### config.mk
export PLATFORM = sky130hd
export DESIGN_NAME = best_fit_partition_allocator_core
export DESIGN_NICKNAME = d
export VERILOG_FILES = /design/src/design/bfpa_pkg.sv /design/src/design/best_fit_partition_allocator_core.sv /design/src/design/bfpa_ram.sv
export SDC_FILE = /design/constraint.sdc
export NUM_CORES = 1
export LEC_CHECK = 0
export BUFFER_PORTS_ARGS = -buffer_cell sky130_fd_sc_hd__buf_2
export CAP_MARGIN = 15
export CORE_MARGIN = 2
export CORE_UTILIZATION = 40
export CTS_BUF_LIST = sky130_fd_sc_hd__clkbuf_8
export DETAILED_ROUTE_END_ITERATION = 16
export GPL_ROUTABILITY_DRIVEN = 0
export PLACE_DENSITY = 0.56
export SYNTH_ARGS = -nofsm -noshare
export SYNTH_HDL_FRONTEND = slang
export SYNTH_SLANG_ARGS = --single-unit
### constraint.sdc
create_clock -name clk -period 8 [get_ports clk]
set_input_delay 1.6 -clock clk [delete_from_list [all_inputs] [get_ports clk]]
set_output_delay 1.6 -clock clk [all_outputs]
set_load 0.02 [all_outputs]
### src/design/bfpa_pkg.sv
// Shared types and constants for the best-fit partition allocator.
`timescale 1ns / 1ps
`default_nettype none

package bfpa_pkg;

  localparam int unsigned MAX_PARTS_DEF = 16;

  localparam int unsigned SIZE_W  = 8;
  localparam int unsigned ADDR_W  = 8;
  localparam int unsigned INDEX_W = 5;
  localparam int unsigned STAT_W  = 2;
  localparam int unsigned CFG_W   = 8;
  localparam int unsigned CFG_IW  = 1;

  localparam logic [SIZE_W-1:0] TOTAL_RESET    = 8'd150;
  localparam logic [SIZE_W-1:0] RESERVED_RESET = 8'd20;

  localparam logic [CFG_IW-1:0] REG_TOTAL    = 1'b0;
  localparam logic [CFG_IW-1:0] REG_RESERVED = 1'b1;

  localparam logic OP_ADD   = 1'b0;
  localparam logic OP_ALLOC = 1'b1;

  localparam logic [STAT_W-1:0] ST_OK    = 2'd0;
  localparam logic [STAT_W-1:0] ST_NOFIT = 2'd1;
  localparam logic [STAT_W-1:0] ST_FULL  = 2'd2;
  localparam logic [STAT_W-1:0] ST_LATE  = 2'd3;

  typedef struct packed {
    logic [SIZE_W-1:0] size;
    logic              busy;
  } entry_t;

  localparam int unsigned ENTRY_W = $bits(entry_t);

endpackage

`default_nettype wire

### src/design/best_fit_partition_allocator_core.sv
// Top level of the best-fit partition allocator.
`timescale 1ns / 1ps
`default_nettype none

// Best-fit fixed-partition allocator. Pulse start with in_op/in_size while busy
// is low. An add (in_op 0) inserts a partition into a size-sorted table; an
// allocation (in_op 1) takes the first free partition that holds the job. One
// result appears on the out_ ports for a single cycle with out_valid; it cannot
// be held off. A refused add, an add to an empty table or an allocation on an
// empty table is answered directly from IDLE. Any other sorted insert walks
// ADD_SCAN down over the k table entries larger than the new size, shifting
// each up, and passes through ADD_PUT when all are larger; an allocation walks
// ALLOC_SCAN up the sorted table to the chosen or last examined entry. The
// walks read the partition RAM one entry per cycle, and its read is registered.
// No clearing pass: the table is valid up to its fill count after reset.
module best_fit_partition_allocator_core #(
  parameter int unsigned MAX_PARTS = bfpa_pkg::MAX_PARTS_DEF
) (
  input  wire logic                           clk,
  input  wire logic                           rst_n,
  input  wire logic                           start,
  output logic                                busy,
  input  wire logic                           in_op,
  input  wire logic [bfpa_pkg::SIZE_W-1:0]    in_size,
  output logic                                out_valid,
  output logic      [bfpa_pkg::STAT_W-1:0]    out_status,
  output logic      [bfpa_pkg::INDEX_W-1:0]   out_part_index,
  output logic      [bfpa_pkg::ADDR_W-1:0]    out_start_addr,
  output logic      [bfpa_pkg::ADDR_W-1:0]    out_end_addr,
  output logic      [bfpa_pkg::SIZE_W-1:0]    out_waste,
  input  wire logic                           cfg_we,
  input  wire logic [bfpa_pkg::CFG_IW-1:0]    cfg_index,
  input  wire logic [bfpa_pkg::CFG_W-1:0]     cfg_data
);

  import bfpa_pkg::*;

  localparam int unsigned AW = (MAX_PARTS > 1) ? $clog2(MAX_PARTS) : 1;
  localparam int unsigned CW = $clog2(MAX_PARTS + 1);

  typedef enum logic [1:0] {
    IDLE,
    ADD_SCAN,
    ADD_PUT,
    ALLOC_SCAN
  } state_t;

  state_t state_r, state_nxt;

  logic [SIZE_W-1:0] total_r, total_nxt;
  logic [SIZE_W-1:0] reserved_r, reserved_nxt;
  logic [CW-1:0]     count_r, count_nxt;
  logic [SIZE_W-1:0] used_r, used_nxt;
  logic              alloc_begun_r, alloc_begun_nxt;
  logic              out_valid_r, out_valid_nxt;

  logic [AW-1:0]     i_r, i_nxt;
  logic [AW-1:0]     pos_r, pos_nxt;
  logic [SIZE_W-1:0] job_r, job_nxt;
  logic [SIZE_W-1:0] sum_r, sum_nxt;
  logic [STAT_W-1:0] status_r, status_nxt;
  logic [INDEX_W-1:0] index_r, index_nxt;
  logic [ADDR_W-1:0] start_addr_r, start_addr_nxt;
  logic [ADDR_W-1:0] end_addr_r, end_addr_nxt;
  logic [SIZE_W-1:0] waste_r, waste_nxt;

  logic              ram_we;
  logic [AW-1:0]     ram_waddr;
  entry_t            ram_wdata;
  logic [AW-1:0]     ram_raddr;
  logic [ENTRY_W-1:0] ram_rdata;
  entry_t            rd;

  logic [SIZE_W+1:0] space_diff;
  logic [SIZE_W-1:0] space_left;

  assign rd = entry_t'(ram_rdata);

  always_comb begin
    space_diff = {2'b00, total_r} - {2'b00, reserved_r} - {2'b00, used_r};
    space_left = space_diff[SIZE_W+1] ? '0 : space_diff[SIZE_W-1:0];
  end

  bfpa_ram #(
    .WIDTH (ENTRY_W),
    .DEPTH (MAX_PARTS)
  ) u_part_ram (
    .clk   (clk),
    .we    (ram_we),
    .waddr (ram_waddr),
    .wdata (ram_wdata),
    .raddr (ram_raddr),
    .rdata (ram_rdata)
  );

  always_comb begin
    logic          do_ins;
    logic [AW-1:0] ins_pos;
    logic [31:0]   idx_w;
    logic [ADDR_W-1:0] st_addr;

    do_ins  = 1'b0;
    ins_pos = '0;
    idx_w   = '0;
    st_addr = '0;

    state_nxt       = state_r;
    total_nxt       = total_r;
    reserved_nxt    = reserved_r;
    count_nxt       = count_r;
    used_nxt        = used_r;
    alloc_begun_nxt = alloc_begun_r;
    out_valid_nxt   = 1'b0;
    i_nxt           = i_r;
    pos_nxt         = pos_r;
    job_nxt         = job_r;
    sum_nxt         = sum_r;
    status_nxt      = status_r;
    index_nxt       = index_r;
    start_addr_nxt  = start_addr_r;
    end_addr_nxt    = end_addr_r;
    waste_nxt       = waste_r;
    ram_we          = 1'b0;
    ram_waddr       = '0;
    ram_wdata       = '0;
    ram_raddr       = '0;

    if (cfg_we) begin
      unique case (cfg_index)
        REG_TOTAL:    total_nxt    = cfg_data[SIZE_W-1:0];
        REG_RESERVED: reserved_nxt = cfg_data[SIZE_W-1:0];
      endcase
    end

    unique case (state_r)
      IDLE: begin
        if (start) begin
          job_nxt = in_size;
          if (in_op == OP_ADD) begin
            if (alloc_begun_r) begin
              out_valid_nxt = 1'b1;
              status_nxt = ST_LATE;
              index_nxt = '0;
              start_addr_nxt = '0;
              end_addr_nxt = '0;
              waste_nxt = '0;
            end else if (count_r == CW'(MAX_PARTS) || in_size == '0 ||
                         in_size > space_left) begin
              out_valid_nxt = 1'b1;
              status_nxt = ST_FULL;
              index_nxt = '0;
              start_addr_nxt = '0;
              end_addr_nxt = '0;
              waste_nxt = '0;
            end else if (count_r == '0) begin
              do_ins  = 1'b1;
              ins_pos = '0;
              sum_nxt = '0;
            end else begin
              ram_raddr = AW'(count_r - CW'(1));
              i_nxt     = AW'(count_r - CW'(1));
              sum_nxt   = '0;
              state_nxt = ADD_SCAN;
            end
          end else begin
            alloc_begun_nxt = 1'b1;
            if (count_r == '0) begin
              out_valid_nxt = 1'b1;
              status_nxt = ST_NOFIT;
              index_nxt = '0;
              start_addr_nxt = '0;
              end_addr_nxt = '0;
              waste_nxt = '0;
            end else begin
              ram_raddr = '0;
              i_nxt     = '0;
              sum_nxt   = '0;
              state_nxt = ALLOC_SCAN;
            end
          end
        end
      end

      ADD_SCAN: begin
        if (rd.size > job_r) begin
          ram_we    = 1'b1;
          ram_waddr = i_r + AW'(1);
          ram_wdata = rd;
          sum_nxt   = sum_r + rd.size;
          if (i_r == '0) begin
            pos_nxt   = '0;
            state_nxt = ADD_PUT;
          end else begin
            ram_raddr = i_r - AW'(1);
            i_nxt     = i_r - AW'(1);
          end
        end else begin
          do_ins  = 1'b1;
          ins_pos = i_r + AW'(1);
        end
      end

      ADD_PUT: begin
        do_ins  = 1'b1;
        ins_pos = pos_r;
      end

      ALLOC_SCAN: begin
        if (!rd.busy && rd.size >= job_r) begin
          ram_we         = 1'b1;
          ram_waddr      = i_r;
          ram_wdata.size = rd.size;
          ram_wdata.busy = 1'b1;
          idx_w          = 32'(i_r) + 32'd1;
          st_addr        = reserved_r + sum_r;
          out_valid_nxt  = 1'b1;
          status_nxt     = ST_OK;
          index_nxt      = idx_w[INDEX_W-1:0];
          start_addr_nxt = st_addr;
          end_addr_nxt   = st_addr + rd.size - ADDR_W'(1);
          waste_nxt      = rd.size - job_r;
          state_nxt      = IDLE;
        end else if (CW'(i_r) + CW'(1) == count_r) begin
          out_valid_nxt  = 1'b1;
          status_nxt     = ST_NOFIT;
          index_nxt      = '0;
          start_addr_nxt = '0;
          end_addr_nxt   = '0;
          waste_nxt      = '0;
          state_nxt      = IDLE;
        end else begin
          sum_nxt   = sum_r + rd.size;
          ram_raddr = i_r + AW'(1);
          i_nxt     = i_r + AW'(1);
        end
      end
    endcase

    // place the new partition; sum_nxt holds the sizes shifted above it
    if (do_ins) begin
      ram_we         = 1'b1;
      ram_waddr      = ins_pos;
      ram_wdata.size = job_nxt;
      ram_wdata.busy = 1'b0;
      count_nxt      = count_r + CW'(1);
      used_nxt       = used_r + job_nxt;
      idx_w          = 32'(ins_pos) + 32'd1;
      st_addr        = reserved_r + (used_r - sum_nxt);
      out_valid_nxt  = 1'b1;
      status_nxt     = ST_OK;
      index_nxt      = idx_w[INDEX_W-1:0];
      start_addr_nxt = st_addr;
      end_addr_nxt   = st_addr + job_nxt - ADDR_W'(1);
      waste_nxt      = '0;
      state_nxt      = IDLE;
    end
  end

  always_ff @(posedge clk) begin
    if (!rst_n) begin
      state_r       <= IDLE;
      total_r       <= TOTAL_RESET;
      reserved_r    <= RESERVED_RESET;
      count_r       <= '0;
      used_r        <= '0;
      alloc_begun_r <= 1'b0;
      out_valid_r   <= 1'b0;
    end else begin
      state_r       <= state_nxt;
      total_r       <= total_nxt;
      reserved_r    <= reserved_nxt;
      count_r       <= count_nxt;
      used_r        <= used_nxt;
      alloc_begun_r <= alloc_begun_nxt;
      out_valid_r   <= out_valid_nxt;
    end
    i_r          <= i_nxt;
    pos_r        <= pos_nxt;
    job_r        <= job_nxt;
    sum_r        <= sum_nxt;
    status_r     <= status_nxt;
    index_r      <= index_nxt;
    start_addr_r <= start_addr_nxt;
    end_addr_r   <= end_addr_nxt;
    waste_r      <= waste_nxt;
  end

  assign busy           = (state_r != IDLE);
  assign out_valid      = out_valid_r;
  assign out_status     = status_r;
  assign out_part_index = index_r;
  assign out_start_addr = start_addr_r;
  assign out_end_addr   = end_addr_r;
  assign out_waste      = waste_r;

`ifndef SYNTHESIS
  a_count_bound: assert property (@(posedge clk) disable iff (!rst_n)
    count_r <= CW'(MAX_PARTS))
    else $error("partition count beyond table depth");

  a_accept_progress: assert property (@(posedge clk) disable iff (!rst_n)
    (start && !busy) |=> (busy || out_valid))
    else $error("accepted item neither in progress nor answered");

  a_ok_has_index: assert property (@(posedge clk) disable iff (!rst_n)
    (out_valid && out_status == ST_OK) |-> (out_part_index != '0 || MAX_PARTS > 30))
    else $error("successful transfer without partition index");

  a_no_add_after_alloc: assert property (@(posedge clk) disable iff (!rst_n)
    (state_r == ADD_SCAN || state_r == ADD_PUT) |-> !alloc_begun_r)
    else $error("insert walk after allocation began");

  a_alloc_sticky: assert property (@(posedge clk) disable iff (!rst_n)
    (rst_n && $past(rst_n)) |-> !$fell(alloc_begun_r))
    else $error("allocation flag dropped without reset");
`endif

endmodule

`default_nettype wire

### src/design/bfpa_ram.sv
// Generic simple dual-port RAM with registered read.
`timescale 1ns / 1ps
`default_nettype none

module bfpa_ram #(
  parameter int unsigned WIDTH = 8,
  parameter int unsigned DEPTH = 16
) (
  input  wire logic                     clk,
  input  wire logic                     we,
  input  wire logic [$clog2(DEPTH)-1:0] waddr,
  input  wire logic [WIDTH-1:0]         wdata,
  input  wire logic [$clog2(DEPTH)-1:0] raddr,
  output logic      [WIDTH-1:0]         rdata
);

  logic [WIDTH-1:0] mem [DEPTH];

  always_ff @(posedge clk) begin
    if (we) begin
      mem[waddr] <= wdata;
    end
    rdata <= mem[raddr];
  end

endmodule

`default_nettype wire

# Word level (Yosys, flattened, before mapping)
# Memories as Yosys holds them, arrays and structs flattened. A register that Yosys moved wholly into a read port is not among the register bits.
# Index checks and enable logic that the tools add are counted.
[classes]
shifts = 0
div_mod_pow = 0
n_lt_le_gt_ge = 3
mux = 106
reduce_logical = 20
addsub = 19
mul = 0
n_eq_ne = 21
bitwise_logic = 2
[op_table]
columns = ["cell", "count"]
rows = [
  ["two-way mux 8 bit", 22],
  ["two-way mux 4 bit", 24],
  ["adder 8 bit", 6],
  ["one-hot mux 8 bit (2 select lines)", 3],
  ["two-way mux 5 bit", 8],
  ["two-way mux 2 bit", 17],
  ["two-way mux 9 bit", 3],
  ["one-hot mux 4 bit (3 select lines)", 2],
  ["one-hot mux 8 bit (3 select lines)", 1],
  ["two-way mux 1 bit", 18],
  ["one-hot mux 9 bit (2 select lines)", 1],
  ["> comparator 8 bit", 2],
  ["subtractor 8 x 1 -> 8 bit, second input constant", 2],
  ["subtractor 8 bit", 2],
  ["adder 4 x 1 -> 5 bit, second input constant", 3],
  ["!= test 3 bit, second input constant", 5],
  ["!= test 2 bit, second input constant", 7],
  ["!= test 4 bit, second input constant", 3],
  ["one-hot mux 5 bit (2 select lines)", 1],
  ["AND reduction 5 bit", 2],
  ["subtractor 9 x 9 -> 10 bit", 1],
  ["AND reduction 9 bit", 1],
  ["subtractor 8 x 8 -> 9 bit", 1],
  [">= comparator 8 bit", 1],
  ["other kinds (27)", 35],
]
[totals]
mem_bits_ro = 0
wordCells = 187
mem_bits_rw = 144
latch_bits = 0
reg_bits = 84
memories = 1
in_bits = 22
[memory_table]
columns = ["memory", "depth", "word_bits", "read_ports", "rd_ports_with_merged_regs", "wr", "line", "rtl"]
rows = [
  ["u_part_ram.mem", 16, 9, 1, 1, 1, "bfpa_ram.sv:17", "logic [WIDTH-1:0] mem [DEPTH];"],
]

# Longest topological paths before layout
# Gate-level depths: netlist of the first run.
[depth]
word_depth = 15
depth_mapped = 40
ltp_nobuf = 40

# Hierarchy
# Synthesis of the first run repeated with hierarchy kept, for this count alone.
[hier_totals]
hier_cells = 1118
hier_area_um2 = 13012.5
[by_module_without_submodules]
columns = ["module", "instances", "seq_area_each_um2", "cells_per_inst", "area_per_inst_um2"]
rows = [
  ["best_fit_partition_allocator_core", 1, 1931.9, 864, 7231.9],
  ["bfpa_ram", 1, 4504.3, 254, 5780.5],
]

# Least setup slack after synthesis of the first run
# No wires, ideal clock.
[synth_path]
kind = "reg2reg"
start = "register reserved_r[0]"
end = "register end_addr_r[7] (netlist: out_end_addr[7]), data pin"
required_ns = 7.729
setup_ns = 0.271
path_slack_ns = 0.793
arrival_ns = 6.936
synth_period_minus_slack_ns = 7.207
path_stages_with_launch = 36
path_buffers = 0
path_cell_list = "dfxtp_1 > ha_1 > inv_1 > fa_1 > xor2_1 > ha_1 > o21ai_0 > a21boi_0 > o21ai_0 > a21boi_0 > o21ai_0 > a21oi_1 > o22a_1 > nand3b_1 > ha_1 > nand4_1 > o21ai_0 > a31o_2 > nand3_1 > a22o_1 > fa_1 > inv_1 > fa_1 > a21o_1 > a21oi_1 > xnor2_1 > ha_1 > inv_1 > ha_1 > o21ai_0 > nand2b_1 > a21o_1 > a21oi_1 > xnor2_1 > xnor2_1 > o22ai_1"
[synth_via]
elab_chain_len = 15
elab_cells_between_ends = 25
[synth_lines]
columns = ["element", "line", "rtl"]
rows = [
  ["start, declared", "best_fit_partition_allocator_core.sv:51", "logic [SIZE_W-1:0] reserved_r, reserved_nxt;"],
  ["start signal, assigned", "best_fit_partition_allocator_core.sv:271", "reserved_r <= reserved_nxt;"],
  ["subtractor 8 x 8 -> 9 bit", "best_fit_partition_allocator_core.sv:80", "space_diff = {2'b00, total_r} - {2'b00, reserved_r} - {2'b00, used_r};"],
  ["subtractor 9 x 9 -> 10 bit", "best_fit_partition_allocator_core.sv:80", ""],
  ["two-way mux 8 bit", "best_fit_partition_allocator_core.sv:81", "space_left = space_diff[SIZE_W+1] ? '0 : space_diff[SIZE_W-1:0];"],
  ["> comparator 8 bit", "best_fit_partition_allocator_core.sv:148", "in_size > space_left) begin"],
  ["logical OR 1 bit", "best_fit_partition_allocator_core.sv:147", "end else if (count_r == CW'(MAX_PARTS) || in_size == '0 ||"],
  ["two-way mux 8 bit", "best_fit_partition_allocator_core.sv:147", ""],
  ["two-way mux 8 bit", "best_fit_partition_allocator_core.sv:140", "if (alloc_begun_r) begin"],
  ["two-way mux 8 bit", "best_fit_partition_allocator_core.sv:139", "if (in_op == OP_ADD) begin"],
  ["two-way mux 8 bit", "best_fit_partition_allocator_core.sv:137", "if (start) begin"],
  ["one-hot mux 8 bit (3 select lines)", "best_fit_partition_allocator_core.sv:135", "unique case (state_r)"],
  ["named net sum_nxt[1]", "best_fit_partition_allocator_core.sv:60", "logic [SIZE_W-1:0] sum_r, sum_nxt;"],
  ["subtractor 8 bit", "best_fit_partition_allocator_core.sv:248", "st_addr = reserved_r + (used_r - sum_nxt);"],
  ["adder 8 bit", "best_fit_partition_allocator_core.sv:248", ""],
  ["adder 8 bit", "best_fit_partition_allocator_core.sv:253", "end_addr_nxt = st_addr + job_nxt - ADDR_W'(1);"],
  ["subtractor 8 x 1 -> 8 bit", "best_fit_partition_allocator_core.sv:253", ""],
  ["two-way mux 8 bit", "best_fit_partition_allocator_core.sv:240", "if (do_ins) begin"],
  ["named net end_addr_nxt[7]", "best_fit_partition_allocator_core.sv:64", "logic [ADDR_W-1:0] end_addr_r, end_addr_nxt;"],
  ["end signal, assigned", "best_fit_partition_allocator_core.sv:284", "end_addr_r <= end_addr_nxt;"],
  ["end, declared", "best_fit_partition_allocator_core.sv:64", ""],
]
# The timed path passes the listed nets, and every way through them passes these cells.
# A chain may end at the register's enable or synchronous reset.

# Worst setup path after layout of the first run
[layout_path]
start = "register total_r[0]"
end = "register end_addr_r[7] (netlist: out_end_addr[7]), data pin"
[layout_via]
elab_chain_len = 15
elab_cells_between_ends = 20
[layout_lines]
columns = ["element", "line", "rtl"]
rows = [
  ["start, declared", "best_fit_partition_allocator_core.sv:50", "logic [SIZE_W-1:0] total_r, total_nxt;"],
  ["start signal, assigned", "best_fit_partition_allocator_core.sv:270", "total_r <= total_nxt;"],
  ["subtractor 8 x 8 -> 9 bit *", "best_fit_partition_allocator_core.sv:80", ""],
  ["subtractor 9 x 9 -> 10 bit *", "best_fit_partition_allocator_core.sv:80", ""],
  ["two-way mux 8 bit *", "best_fit_partition_allocator_core.sv:81", ""],
  ["> comparator 8 bit *", "best_fit_partition_allocator_core.sv:148", ""],
  ["logical OR 1 bit *", "best_fit_partition_allocator_core.sv:147", ""],
  ["two-way mux 8 bit", "best_fit_partition_allocator_core.sv:147", ""],
  ["two-way mux 8 bit", "best_fit_partition_allocator_core.sv:140", ""],
  ["two-way mux 8 bit", "best_fit_partition_allocator_core.sv:139", ""],
  ["two-way mux 8 bit", "best_fit_partition_allocator_core.sv:137", ""],
  ["one-hot mux 8 bit (3 select lines)", "best_fit_partition_allocator_core.sv:135", ""],
  ["subtractor 8 bit", "best_fit_partition_allocator_core.sv:248", ""],
  ["adder 8 bit", "best_fit_partition_allocator_core.sv:248", ""],
  ["adder 8 bit", "best_fit_partition_allocator_core.sv:253", ""],
  ["subtractor 8 x 1 -> 8 bit", "best_fit_partition_allocator_core.sv:253", ""],
  ["two-way mux 8 bit *", "best_fit_partition_allocator_core.sv:240", ""],
  ["named net end_addr_nxt[7]", "best_fit_partition_allocator_core.sv:64", ""],
]
# The timed path passes the listed nets; every way through them passes the cells marked *.

==> results.py, run 1 <==
metrics = {
    "setup_path": {
        "cp_slowest_stage_delay_ns": 0.44,
        "cp_common_cell": "ha_1",
        "cp.arrival_ns": 7.69,
        "end_kind": "flip-flop",
        "critPathSlowestCell": "fa_1",
        "critPathKind": "flip-flop to flip-flop",
        "cp_max_fo": 8,
        "crit_required_ns": 8.28,
        "start_kind": "flip-flop",
    },
    "die": {
        "fp.dieH_um": 188.5,
        "dieWidth_um": 188.5,
        "fp.dieArea_um2": 35530,
        "start_util_pct": 40.61,
        "rows": 67,
        "core_area_um2": 33530,
        "pin_count": 55,
    },
    "timing": {
        "tightest_slew_ns": 1.064,
        "tns_ns": 0,
        "fin_crit_ns": 7.407,
        "finalHoldViolations": 0,
        "skew_ns": 0.01989,
        "drv_slew": 0,
        "fmax_mhz": 135.0,
        "min_period_over_period_pct": 92.59,
        "slew_headroom_pct": 29.01,
        "setup_viol": 0,
    },
    "route": {
        "drtAntennaViolNets": 0,
        "viasPerCell": 5.320,
        "wl_per_cell_um": 19.70,
        "num_vias": 9778,
        "first_pass_iters": 5,
        "first_iter_violations": 592,
        "drcViolationCount": 0,
        "totalWireLength_um": 36210,
    },
    "clock_network": {
        "insertion_delay_ns": 0.58,
        "cts_root_buf": "clkbuf_8",
        "cts_buffer_depth": 3,
        "cts_tree": "yes",
        "clk_pin_slew_ns": 0.06,
        "cts_hold_buf": 0,
        "cts_sinks": 237,
        "cts_made_buffers": 42,
        "cts_max_level": 2,
    },
    "min_path": {
        "min_path_type": "flip-flop to flip-flop",
    },
    "logic_synthesis": {
        "synth_top_area_cell": "edfxtp_1",
        "ys_async_sr_fraction_pct": 0,
        "synthDistinctLibCells": 80,
        "synthTopCellsByCount": "edfxtp_1 (169), inv_1 (134), nand2_1 (100)",
        "synth_area_um2": 13620,
        "syn_nets": 1418,
        "synth_enable_flop_cells": 169,
        "yosys_warnings": 0,
        "synth_cells": 1282,
        "synth_top_cell_area_share_pct": 37.27,
        "synth.avg_cell_area_um2": 10.62,
        "yosys.cell_count.top_type": "edfxtp_1",
        "ys_ff_latch": 237,
        "synth_flop_cell": "edfxtp_1",
        "synth_seq_area_share_pct": 47.27,
        "synth_area_leaders": "edfxtp_1 (37%), dfxtp_1 (10%), ha_1 (9.1%)",
    },
    "place": {
        "dp_hpwl_um": 25590,
        "io_buffers": 54,
        "placed_area_um2": 14380,
    },
    "cells_and_area": {
        "final_cell_area_um2": 15300,
        "syn2layout_area_growth_pct": 12.38,
        "fin_nets": 1494,
        "antennaDiodeCount": 0,
        "drive_above_1_share_pct": 13.67,
    },
    "grt": {
        "grt_max_degree": 61,
        "antenna_found_initial": 2,
        "grt_pass1_vias": 9559,
        "grt_pass1_wl_um": 55270,
        "grt-ovfl-total": 0,
        "grt.total_usage_pct": 20.26,
    },
    "pwr": {
        "power.density_nw_per_um2": 427.5,
        "total_leakage_power_nw": 6.261,
        "ir_worst_vdd_v": 0.0002687,
    },
    "flow_run": {
        "cap_violations": 0,
    },
    "outcome": {
        "status": "finished clean",
    },
}
==> kinds of logic after synthesis <==
logic type | after synthesis | share of synthesized area, %
buffers and inverters | 188 | 6.101
and+or+nand+nor | 313 | 11.54
DFF | 237 | 47.27
xor gates and xnor gates | 73 | 5.008
muxes | 55 | 4.071
AOI/OAI and AO/OA | 302 | 14.71
adders and majority gates | 114 | 11.30
==> path summary, 6_finish.rpt <==
check | to | start | slack [ns] | cells past startpoint
setup / recovery | out_end_addr[7]$_DFFE_PP_ | total_r[0]$_SDFFE_PN0P_ | 0.59 | 38
hold / removal | out_waste[4]$_SDFFE_PP0P_ | out_waste[4]$_SDFFE_PP0P_ | 0.45 | 2
setup reg to reg | out_end_addr[7]$_DFFE_PP_ | total_r[0]$_SDFFE_PN0P_ | 0.59 | 38
hold reg to reg | out_waste[4]$_SDFFE_PP0P_ | out_waste[4]$_SDFFE_PP0P_ | 0.45 | 2
==> layout make-up <==
class,instances,area (um^2)
multi-input combinational,857,6412
inverter,134,503.0
tap,448,560.5
clock buffer,42,578.1
timing repair buffer,86,514.2
fill,3192,18230
clock inverter,34,297.8
sequential,237,6436
==> layout by cell type (no fill, tap or decap), drive strengths merged, types with 27 or more instances in the layout <==
cell | netlist | final
dfxtp | 68 | 68
inv | 134 | 147
mux2i | 52 | 52
xor2 | 27 | 27
edfxtp | 169 | 169
nor2 | 59 | 59
clkbuf | 35 | 42
nand2 | 101 | 101
nor3 | 34 | 34
xnor2 | 44 | 44
buf | 19 | 86
nand3 | 33 | 33
o21ai | 72 | 72
a21oi | 64 | 64
ha | 99 | 99
==> critical path, delay by kind of cell, from the launching register on <==
family          cells  cell delay (ns)
fa+ha+maj           8             2.56
compound gates     14             2.16
simple gates        9             1.17
xor+xnor            3             0.47
buf+inv             4             0.40
flops               1             0.33
==> layer usage <==
layer | vias to the layer above | share of wire (%) | track usage (%)
met4 | 2 | 3.6 | 7.993
met5 | - | 0.036 | 0
met2 | 282 | 45 | 31.99
li1 | 4752 | - | -
met1 | 4661 | 46 | 27.66
met3 | 81 | 5.7 | 3.613
==> sequential cells by signal, summed over array words and instances (netlist names) <==
| name | count |
|---|---|
| total_r | 8 |
| out_start_addr | 8 |
| out_end_addr | 8 |
| i_r | 4 |
| used_r | 8 |
| out_valid | 1 |
| job_r | 8 |
| count_r | 5 |
| sum_r | 8 |
| out_waste | 8 |
| state_r | 2 |
| reserved_r | 8 |
| alloc_begun_r | 1 |
| out_part_index | 5 |
| u_part_ram.mem | 144 |
| u_part_ram.rdata | 9 |
| out_status | 2 |
==> stage by stage <==
step | hold WS [ns] | util (%) | setup slack (ns) | total power, mW | std cells
after global routing | 0.4703 | 45.63 | -0.005350 | 7.048 | 1838
after detailed placement | 0.4428 | 42.88 | 0.1190 | 5.344 | 1759
after CTS | 0.4518 | 45.49 | 0.06689 | 6.563 | 1835
after global placement | 0.4379 | 42.88 | 0.3101 | 5.313 | 1759
after floorplan | 0.4435 | - | 0.7925 | 4.402 | 1282
final | 0.4486 | 45.63 | 0.5927 | 6.541 | 1838
==> power by group <==
part,switching [mW],total (mW),internal (mW)
Sequential,0.178,1.85,1.67
Clock,0.526,1.19,0.662
Combinational,2.08,3.51,1.42
Total,2.79,6.54,3.75
==> timing repair <==
item	in CTS	in global routing
gates resized for setup	0	13
setup buffers	0	1
endpoints found under the setup margin	0	5
No activity file was read; power rests on OpenSTA's default activity.
==> inputs of run 2 (changes only) <==
--- a/config.mk
+++ b/config.mk
@@ -12,7 +12,7 @@
 export CTS_BUF_LIST = sky130_fd_sc_hd__clkbuf_8
 export DETAILED_ROUTE_END_ITERATION = 16
 export GPL_ROUTABILITY_DRIVEN = 0
-export PLACE_DENSITY = 0.56
+export PLACE_DENSITY = 0.52
 export SYNTH_ARGS = -nofsm -noshare
 export SYNTH_HDL_FRONTEND = slang
 export SYNTH_SLANG_ARGS = --single-unit
==> run 2 against run 1 <==
Global-route usage increased by 0.49 points. Total power shrank 0.30%. Clock-buffer cell count up 4. Cell area about the same. Cell count up 0.33%. Core utilization barely moved. Routed wire length rose by 1.3%. Sequential power about the same. Flip-flop and latch count did not move. Maximum frequency shrank 0.87%. Highest routed layer is now met4.
==> results.py, run 2 (synthesis results as in run 1) <==
metrics = {
    "outcome": {
        "status": "finished clean",
    },
    "place": {
        "io_buffers": 54,
        "dp_hpwl_um": 26100,
        "dp_slack_ns": -0.004131,
        "placed_area_um2": 14390,
        "dp_cells": 1761,
    },
    "cells_and_area": {
        "antennaDiodeCount": 0,
        "syn2layout_area_growth_pct": 12.31,
        "drive_above_1_share_pct": 13.83,
        "regMostFlops": "u_part_ram.mem",
        "fin_cells": 1844,
        "largest_reg_flops": 144,
        "layout_commonest_cell": "edfxtp_1",
        "fill_cells": 3234,
        "top_regs": "u_part_ram.mem x144, u_part_ram.rdata x9",
        "final_cell_area_um2": 15290,
        "fin_nets": 1497,
        "seq_area_um2": 6436,
        "multi_input_area_um2": 6404,
        "mostFrequentLayoutCells": "edfxtp_1 (169), inv_1 (149), nand2_1 (100), ha_1 (98), dfxtp_1 (68)",
    },
    "timing": {
        "drv_slew": 0,
        "fmax_mhz": 133.8,
        "skew_ns": 0.04477,
        "slew_headroom_pct": 19.89,
        "setup_viol": 0,
        "fin_crit_ns": 7.472,
        "min_period_over_period_pct": 93.41,
        "tightest_slew_ns": 1.197,
        "finalHoldViolations": 0,
        "final.setup.worst_slack_ns": 0.5275,
    },
    "pwr": {
        "pwr-share-seq_pct": 28.5,
        "power.density_nw_per_um2": 426.4,
        "power_frac_clock_pct": 17.6,
        "p_int_mw": 3.711,
        "switchingPower_mw": 2.811,
        "ir_worst_vdd_v": 0.0002324,
        "swShare_pct": 43.10,
        "p_comb_share_pct": 54.0,
        "total_leakage_power_nw": 6.280,
    },
    "die": {
        "start_util_pct": 40.61,
        "dieWidth_um": 188.5,
        "fp.dieH_um": 188.5,
        "pin_count": 55,
        "core_area_um2": 33530,
        "rows": 67,
        "fp.dieArea_um2": 35530,
    },
    "setup_path": {
        "r2r_cells": 39,
        "critPathSlowestCell": "fa_1",
        "reg2reg_from": "total_r[0]$_SDFFE_PN0P_",
        "end_kind": "flip-flop",
        "cp_max_fo": 8,
        "crit_start": "total_r[0]$_SDFFE_PN0P_",
        "cp.arrival_ns": 7.76,
        "reg2reg_to": "out_end_addr[7]$_DFFE_PP_",
        "crit_required_ns": 8.28,
        "start_kind": "flip-flop",
        "path_buf_inv": 4,
        "critPathKind": "flip-flop to flip-flop",
        "critPathTopFamily": "compound AO/OA/AOI/OAI gates",
        "rrSetupSlack_ns": 0.53,
        "cp_slowest_stage_delay_ns": 0.50,
        "cp_common_cell": "ha_1",
    },
    "clock_network": {
        "insertion_delay_ns": 0.58,
        "cts_hold_buf": 0,
        "cts_made_buffers": 44,
        "cts_tree": "yes",
        "cts_sinks": 237,
        "clk_pin_slew_ns": 0.06,
        "cts_max_level": 2,
        "cts_root_buf": "clkbuf_8",
        "cts_buffer_depth": 3,
    },
    "min_path": {
        "min_from": "out_status[1]$_SDFFE_PP0P_",
        "min_to": "out_status[1]$_SDFFE_PP0P_",
        "min_delay_path_depth": 2,
        "min_path_type": "flip-flop to flip-flop",
    },
    "route": {
        "first_iter_violations": 614,
        "num_vias": 9785,
        "viasPerCell": 5.306,
        "wl_per_cell_um": 19.89,
        "drcViolationCount": 0,
        "totalWireLength_um": 36680,
        "drtAntennaViolNets": 0,
        "first_pass_iters": 7,
    },
    "grt": {
        "grt.total_usage_pct": 20.75,
        "grt_max_degree": 62,
        "antenna_found_initial": 0,
        "grt_pass1_wl_um": 56300,
        "grt_pass1_vias": 9552,
        "grt-ovfl-total": 0,
    },
    "flow_run": {
        "cap_violations": 0,
    },
}
[run 2: cell count changes in the layout (fill, tap and decap cells not counted), sizes merged]
cell / change
bufinv: -3
inv: +3
buf: +1
clkbuf: +4
clkinv: +1
[run 2: how the worst max path moves through the flow]
stage	to	depth (start not counted)
5_1_grt	out_end_addr[7]$_DFFE_PP_	38
3_3_place_gp	out_end_addr[7]$_DFFE_PP_	37
3_5_place_dp	out_end_addr[7]$_DFFE_PP_	37
6_report	out_end_addr[7]$_DFFE_PP_	39
4_1_cts	out_end_addr[7]$_DFFE_PP_	37
2_1_floorplan	out_end_addr[7]$_DFFE_PP_	35
[run 2: cell type report]
class                      count  area share, %
clock inverter                35          1.538
clock buffer                  46          4.140
inverter                     134          3.289
timing repair buffer          87          3.412
multi-input combinational    857          41.87
tap                          448          3.665
sequential                   237          42.08
[run 2: repair_timing]
action | in CTS | in global routing
endpoints found under the setup margin | 1 | 3
endpoints found under the hold margin | 0 | 0
gates resized for setup | 1 | 9
pin swaps | 0 | 5
gates cloned | 0 | 0
setup buffers | 0 | 2
[run 2: worst reg2reg max path: cells and delay by family (launching register included)]
| family | cells | cell delay (ns) |
|---|---|---|
| AOI/OAI and AO/OA | 16 | 2.77 |
| xor gates and xnor gates | 3 | 0.49 |
| adders and majority gates | 8 | 2.43 |
| buffers and inverters | 4 | 0.26 |
| DFF | 1 | 0.32 |
| and+or+nand+nor | 8 | 0.92 |
[run 2: power groups by stage]
stage | clock [mW] | sequential, mW | combinational [mW]
CTS | 1.18 | 1.86 | 3.51
global route | 1.24 | 1.88 | 3.94
global placement | 0 | 1.88 | 3.46
floorplan | 0 | 1.87 | 2.53
detailed placement | 0 | 1.88 | 3.49
finish | 1.15 | 1.86 | 3.52
[run 2: per-layer routing]
metal  wire, um  vias up  share of wire (%)  global-route usage [%]
li1           -     4762                  -                       -
met1      16740     4665                 46                   28.74
met2      16720      302                 46                   32.89
met3       2363       56                6.4                   4.228
met4        855        0                2.3                   6.100
met5          0        -                  0                       0
[run 2: stage by stage]
step | total power, mW | util, % | setup TNS, ns | hold WS (ns)
2_1_floorplan | 4.402 | - | 0 | 0.4435
3_3_place_gp | 5.341 | 42.90 | 0 | 0.4370
3_5_place_dp | 5.372 | 42.92 | -0.004131 | 0.4421
4_1_cts | 6.550 | 45.51 | 0 | 0.4509
5_1_grt | 7.056 | 45.61 | -0.01023 | 0.4696
6_report | 6.522 | 45.61 | 0 | 0.4463
==> inputs of run 3 (changes only) <==
==> constraint.sdc (replaced) <==
create_clock -name clk -period 8.7 [get_ports clk]
set_input_delay 1.74 -clock clk [delete_from_list [all_inputs] [get_ports clk]]
set_output_delay 1.74 -clock clk [all_outputs]
set_load 0.02 [all_outputs]
==> run 3 against run 2 <==
Combinational power shrank 9.4%. Via count shrank 0.63%. Clock-buffer cell count up 1. Critical endpoint unchanged. Highest routed layer is now met5.
==> results.py, run 3 (synthesis results as in run 1) <==
metrics = {
    "pwr": {
        "p_comb_share_pct": 53.8,
        "p_int_mw": 3.354,
        "power.density_nw_per_um2": 390.2,
        "power_frac_clock_pct": 17.2,
        "p_total_mw": 5.923,
        "pwr-share-seq_pct": 29.0,
        "ir_worst_vdd_v": 0.0002142,
        "switchingPower_mw": 2.569,
        "total_leakage_power_nw": 6.233,
        "swShare_pct": 43.37,
    },
    "timing": {
        "tns_ns": 0,
        "slew_headroom_pct": 31.02,
        "fin_crit_ns": 7.857,
        "finalHoldViolations": 0,
        "drv_slew": 0,
        "setup_viol": 0,
        "skew_ns": 0.04118,
        "final.setup.worst_slack_ns": 0.8435,
        "rsz0062_at_grt": "false",
        "fmax_mhz": 127.3,
        "tightest_slew_ns": 1.031,
        "min_period_over_period_pct": 90.30,
    },
    "cells_and_area": {
        "drive_above_1_share_pct": 13.02,
        "largest_reg_flops": 144,
        "fin_cells": 1831,
        "syn2layout_area_growth_pct": 11.48,
        "mostFrequentLayoutCells": "edfxtp_1 (169), inv_1 (155), nand2_1 (100), ha_1 (98), dfxtp_1 (68)",
        "antennaDiodeCount": 0,
        "regMostFlops": "u_part_ram.mem",
        "top_regs": "u_part_ram.mem x144, u_part_ram.rdata x9",
        "layout_commonest_cell": "edfxtp_1",
        "final_cell_area_um2": 15180,
        "fin_nets": 1485,
    },
    "setup_path": {
        "cp.arrival_ns": 8.14,
        "critPathKind": "flip-flop to flip-flop",
        "end_kind": "flip-flop",
        "critPathSlowestCell": "fa_1",
        "cp_slowest_stage_delay_ns": 0.48,
        "start_kind": "flip-flop",
        "path_buf_inv": 4,
        "critPathTopFamily": "compound AO/OA/AOI/OAI gates",
        "reg2reg_from": "reserved_r[0]$_SDFFE_PN0P_",
        "rrSetupSlack_ns": 0.84,
        "r2r_cells": 37,
        "cp_max_fo": 9,
        "crit_required_ns": 8.98,
        "reg2reg_to": "out_end_addr[7]$_DFFE_PP_",
        "cp_common_cell": "ha_1",
    },
    "clock_network": {
        "insertion_delay_ns": 0.60,
        "cts_tree": "yes",
        "cts_root_buf": "clkbuf_8",
        "cts_setup_buffers": 0,
        "cts_buffer_depth": 3,
        "cts_made_buffers": 42,
        "post_cts_resized": 0,
        "cts_hold_buf": 0,
        "clk_pin_slew_ns": 0.06,
        "cts_max_level": 2,
        "cts_sinks": 237,
    },
    "die": {
        "pin_count": 55,
        "dieWidth_um": 188.5,
        "start_util_pct": 40.61,
        "fp.dieH_um": 188.5,
        "fp.dieArea_um2": 35530,
        "core_area_um2": 33530,
        "rows": 67,
    },
    "grt": {
        "grt-ovfl-total": 0,
        "antenna_found_initial": 2,
        "grt_pass1_vias": 9695,
        "grt.total_usage_pct": 21.24,
        "grt_max_degree": 62,
        "grt_pass1_wl_um": 57850,
    },
    "route": {
        "wl_per_cell_um": 20.15,
        "drtAntennaViolNets": 0,
        "num_vias": 9723,
        "drcViolationCount": 0,
        "first_pass_iters": 5,
        "totalWireLength_um": 36900,
        "viasPerCell": 5.310,
        "first_iter_violations": 672,
    },
    "place": {
        "dp_cells": 1751,
        "dp_slack_ns": 0.5592,
        "dp_hpwl_um": 26020,
        "placed_area_um2": 14330,
        "io_buffers": 54,
    },
    "min_path": {
        "min_delay_path_depth": 2,
        "min_from": "out_waste[7]$_SDFFE_PP0P_",
        "min_to": "out_waste[7]$_SDFFE_PP0P_",
        "min_path_type": "flip-flop to flip-flop",
    },
    "flow_run": {
        "cap_violations": 0,
    },
    "outcome": {
        "status": "finished clean",
    },
}
[run 3: cell type report]
class | count | area, um^2
fill | 3190 | 18350
sequential | 237 | 6436
multi-input combinational | 857 | 6406
clock buffer | 47 | 646.9
tap | 448 | 560.5
inverter | 134 | 503.0
timing repair buffer | 77 | 446.7
clock inverter | 31 | 180.2
[run 3: power groups by stage]
stage | combinational, mW | sequential, mW | clock, mW
detailed placement | 3.18 | 1.74 | 0
finish | 3.19 | 1.72 | 1.02
global route | 3.57 | 1.74 | 1.10
global placement | 3.16 | 1.74 | 0
CTS | 3.19 | 1.72 | 1.05
floorplan | 2.33 | 1.72 | 0
[run 3: worst max path at each step]
stage                                           end  depth (start not counted)                  startpoint  slack [ns]
final                     out_end_addr[7]$_DFFE_PP_                         37  reserved_r[0]$_SDFFE_PN0P_        0.84
after global routing      out_end_addr[7]$_DFFE_PP_                         39  reserved_r[0]$_SDFFE_PN0P_        0.04
after CTS                 out_end_addr[7]$_DFFE_PP_                         38  reserved_r[0]$_SDFFE_PN0P_        0.50
after detailed placement  out_end_addr[7]$_DFFE_PP_                         36  reserved_r[0]$_SDFFE_PN0P_        0.56
after global placement    out_end_addr[7]$_DFFE_PP_                         36  reserved_r[0]$_SDFFE_PN0P_        0.80
after floorplan           out_end_addr[7]$_DFFE_PP_                         35  reserved_r[0]$_SDFFE_PN0P_        1.49
[run 3: worst min-delay path, cell delays in order, from the launching register on]
cell and delay (ns):
dfxtp_1 0.30, nand2_1 0.05, a21oi_1 0.05
[run 3: layer usage]
metal / global-route usage, % / vias up / share of wire (%) / wire length (um)
met4: 5.258 / 2 / 1.7 / 644
met5: 0 / - / 0.030 / 11
met2: 33.70 / 260 / 45 / 16530
met1: 30.44 / 4657 / 48 / 17670
li1: - / 4748 / - / -
met3: 3.278 / 56 / 5.5 / 2047
[run 3: per-stage QoR]
step / hold WS [ns] / utilization, %
after global placement: 0.4391 / 42.73
after floorplan: 0.4435 / -
final: 0.4460 / 45.27
after global routing: 0.4707 / 45.27
after CTS: 0.4483 / 45.20
after detailed placement: 0.4407 / 42.73
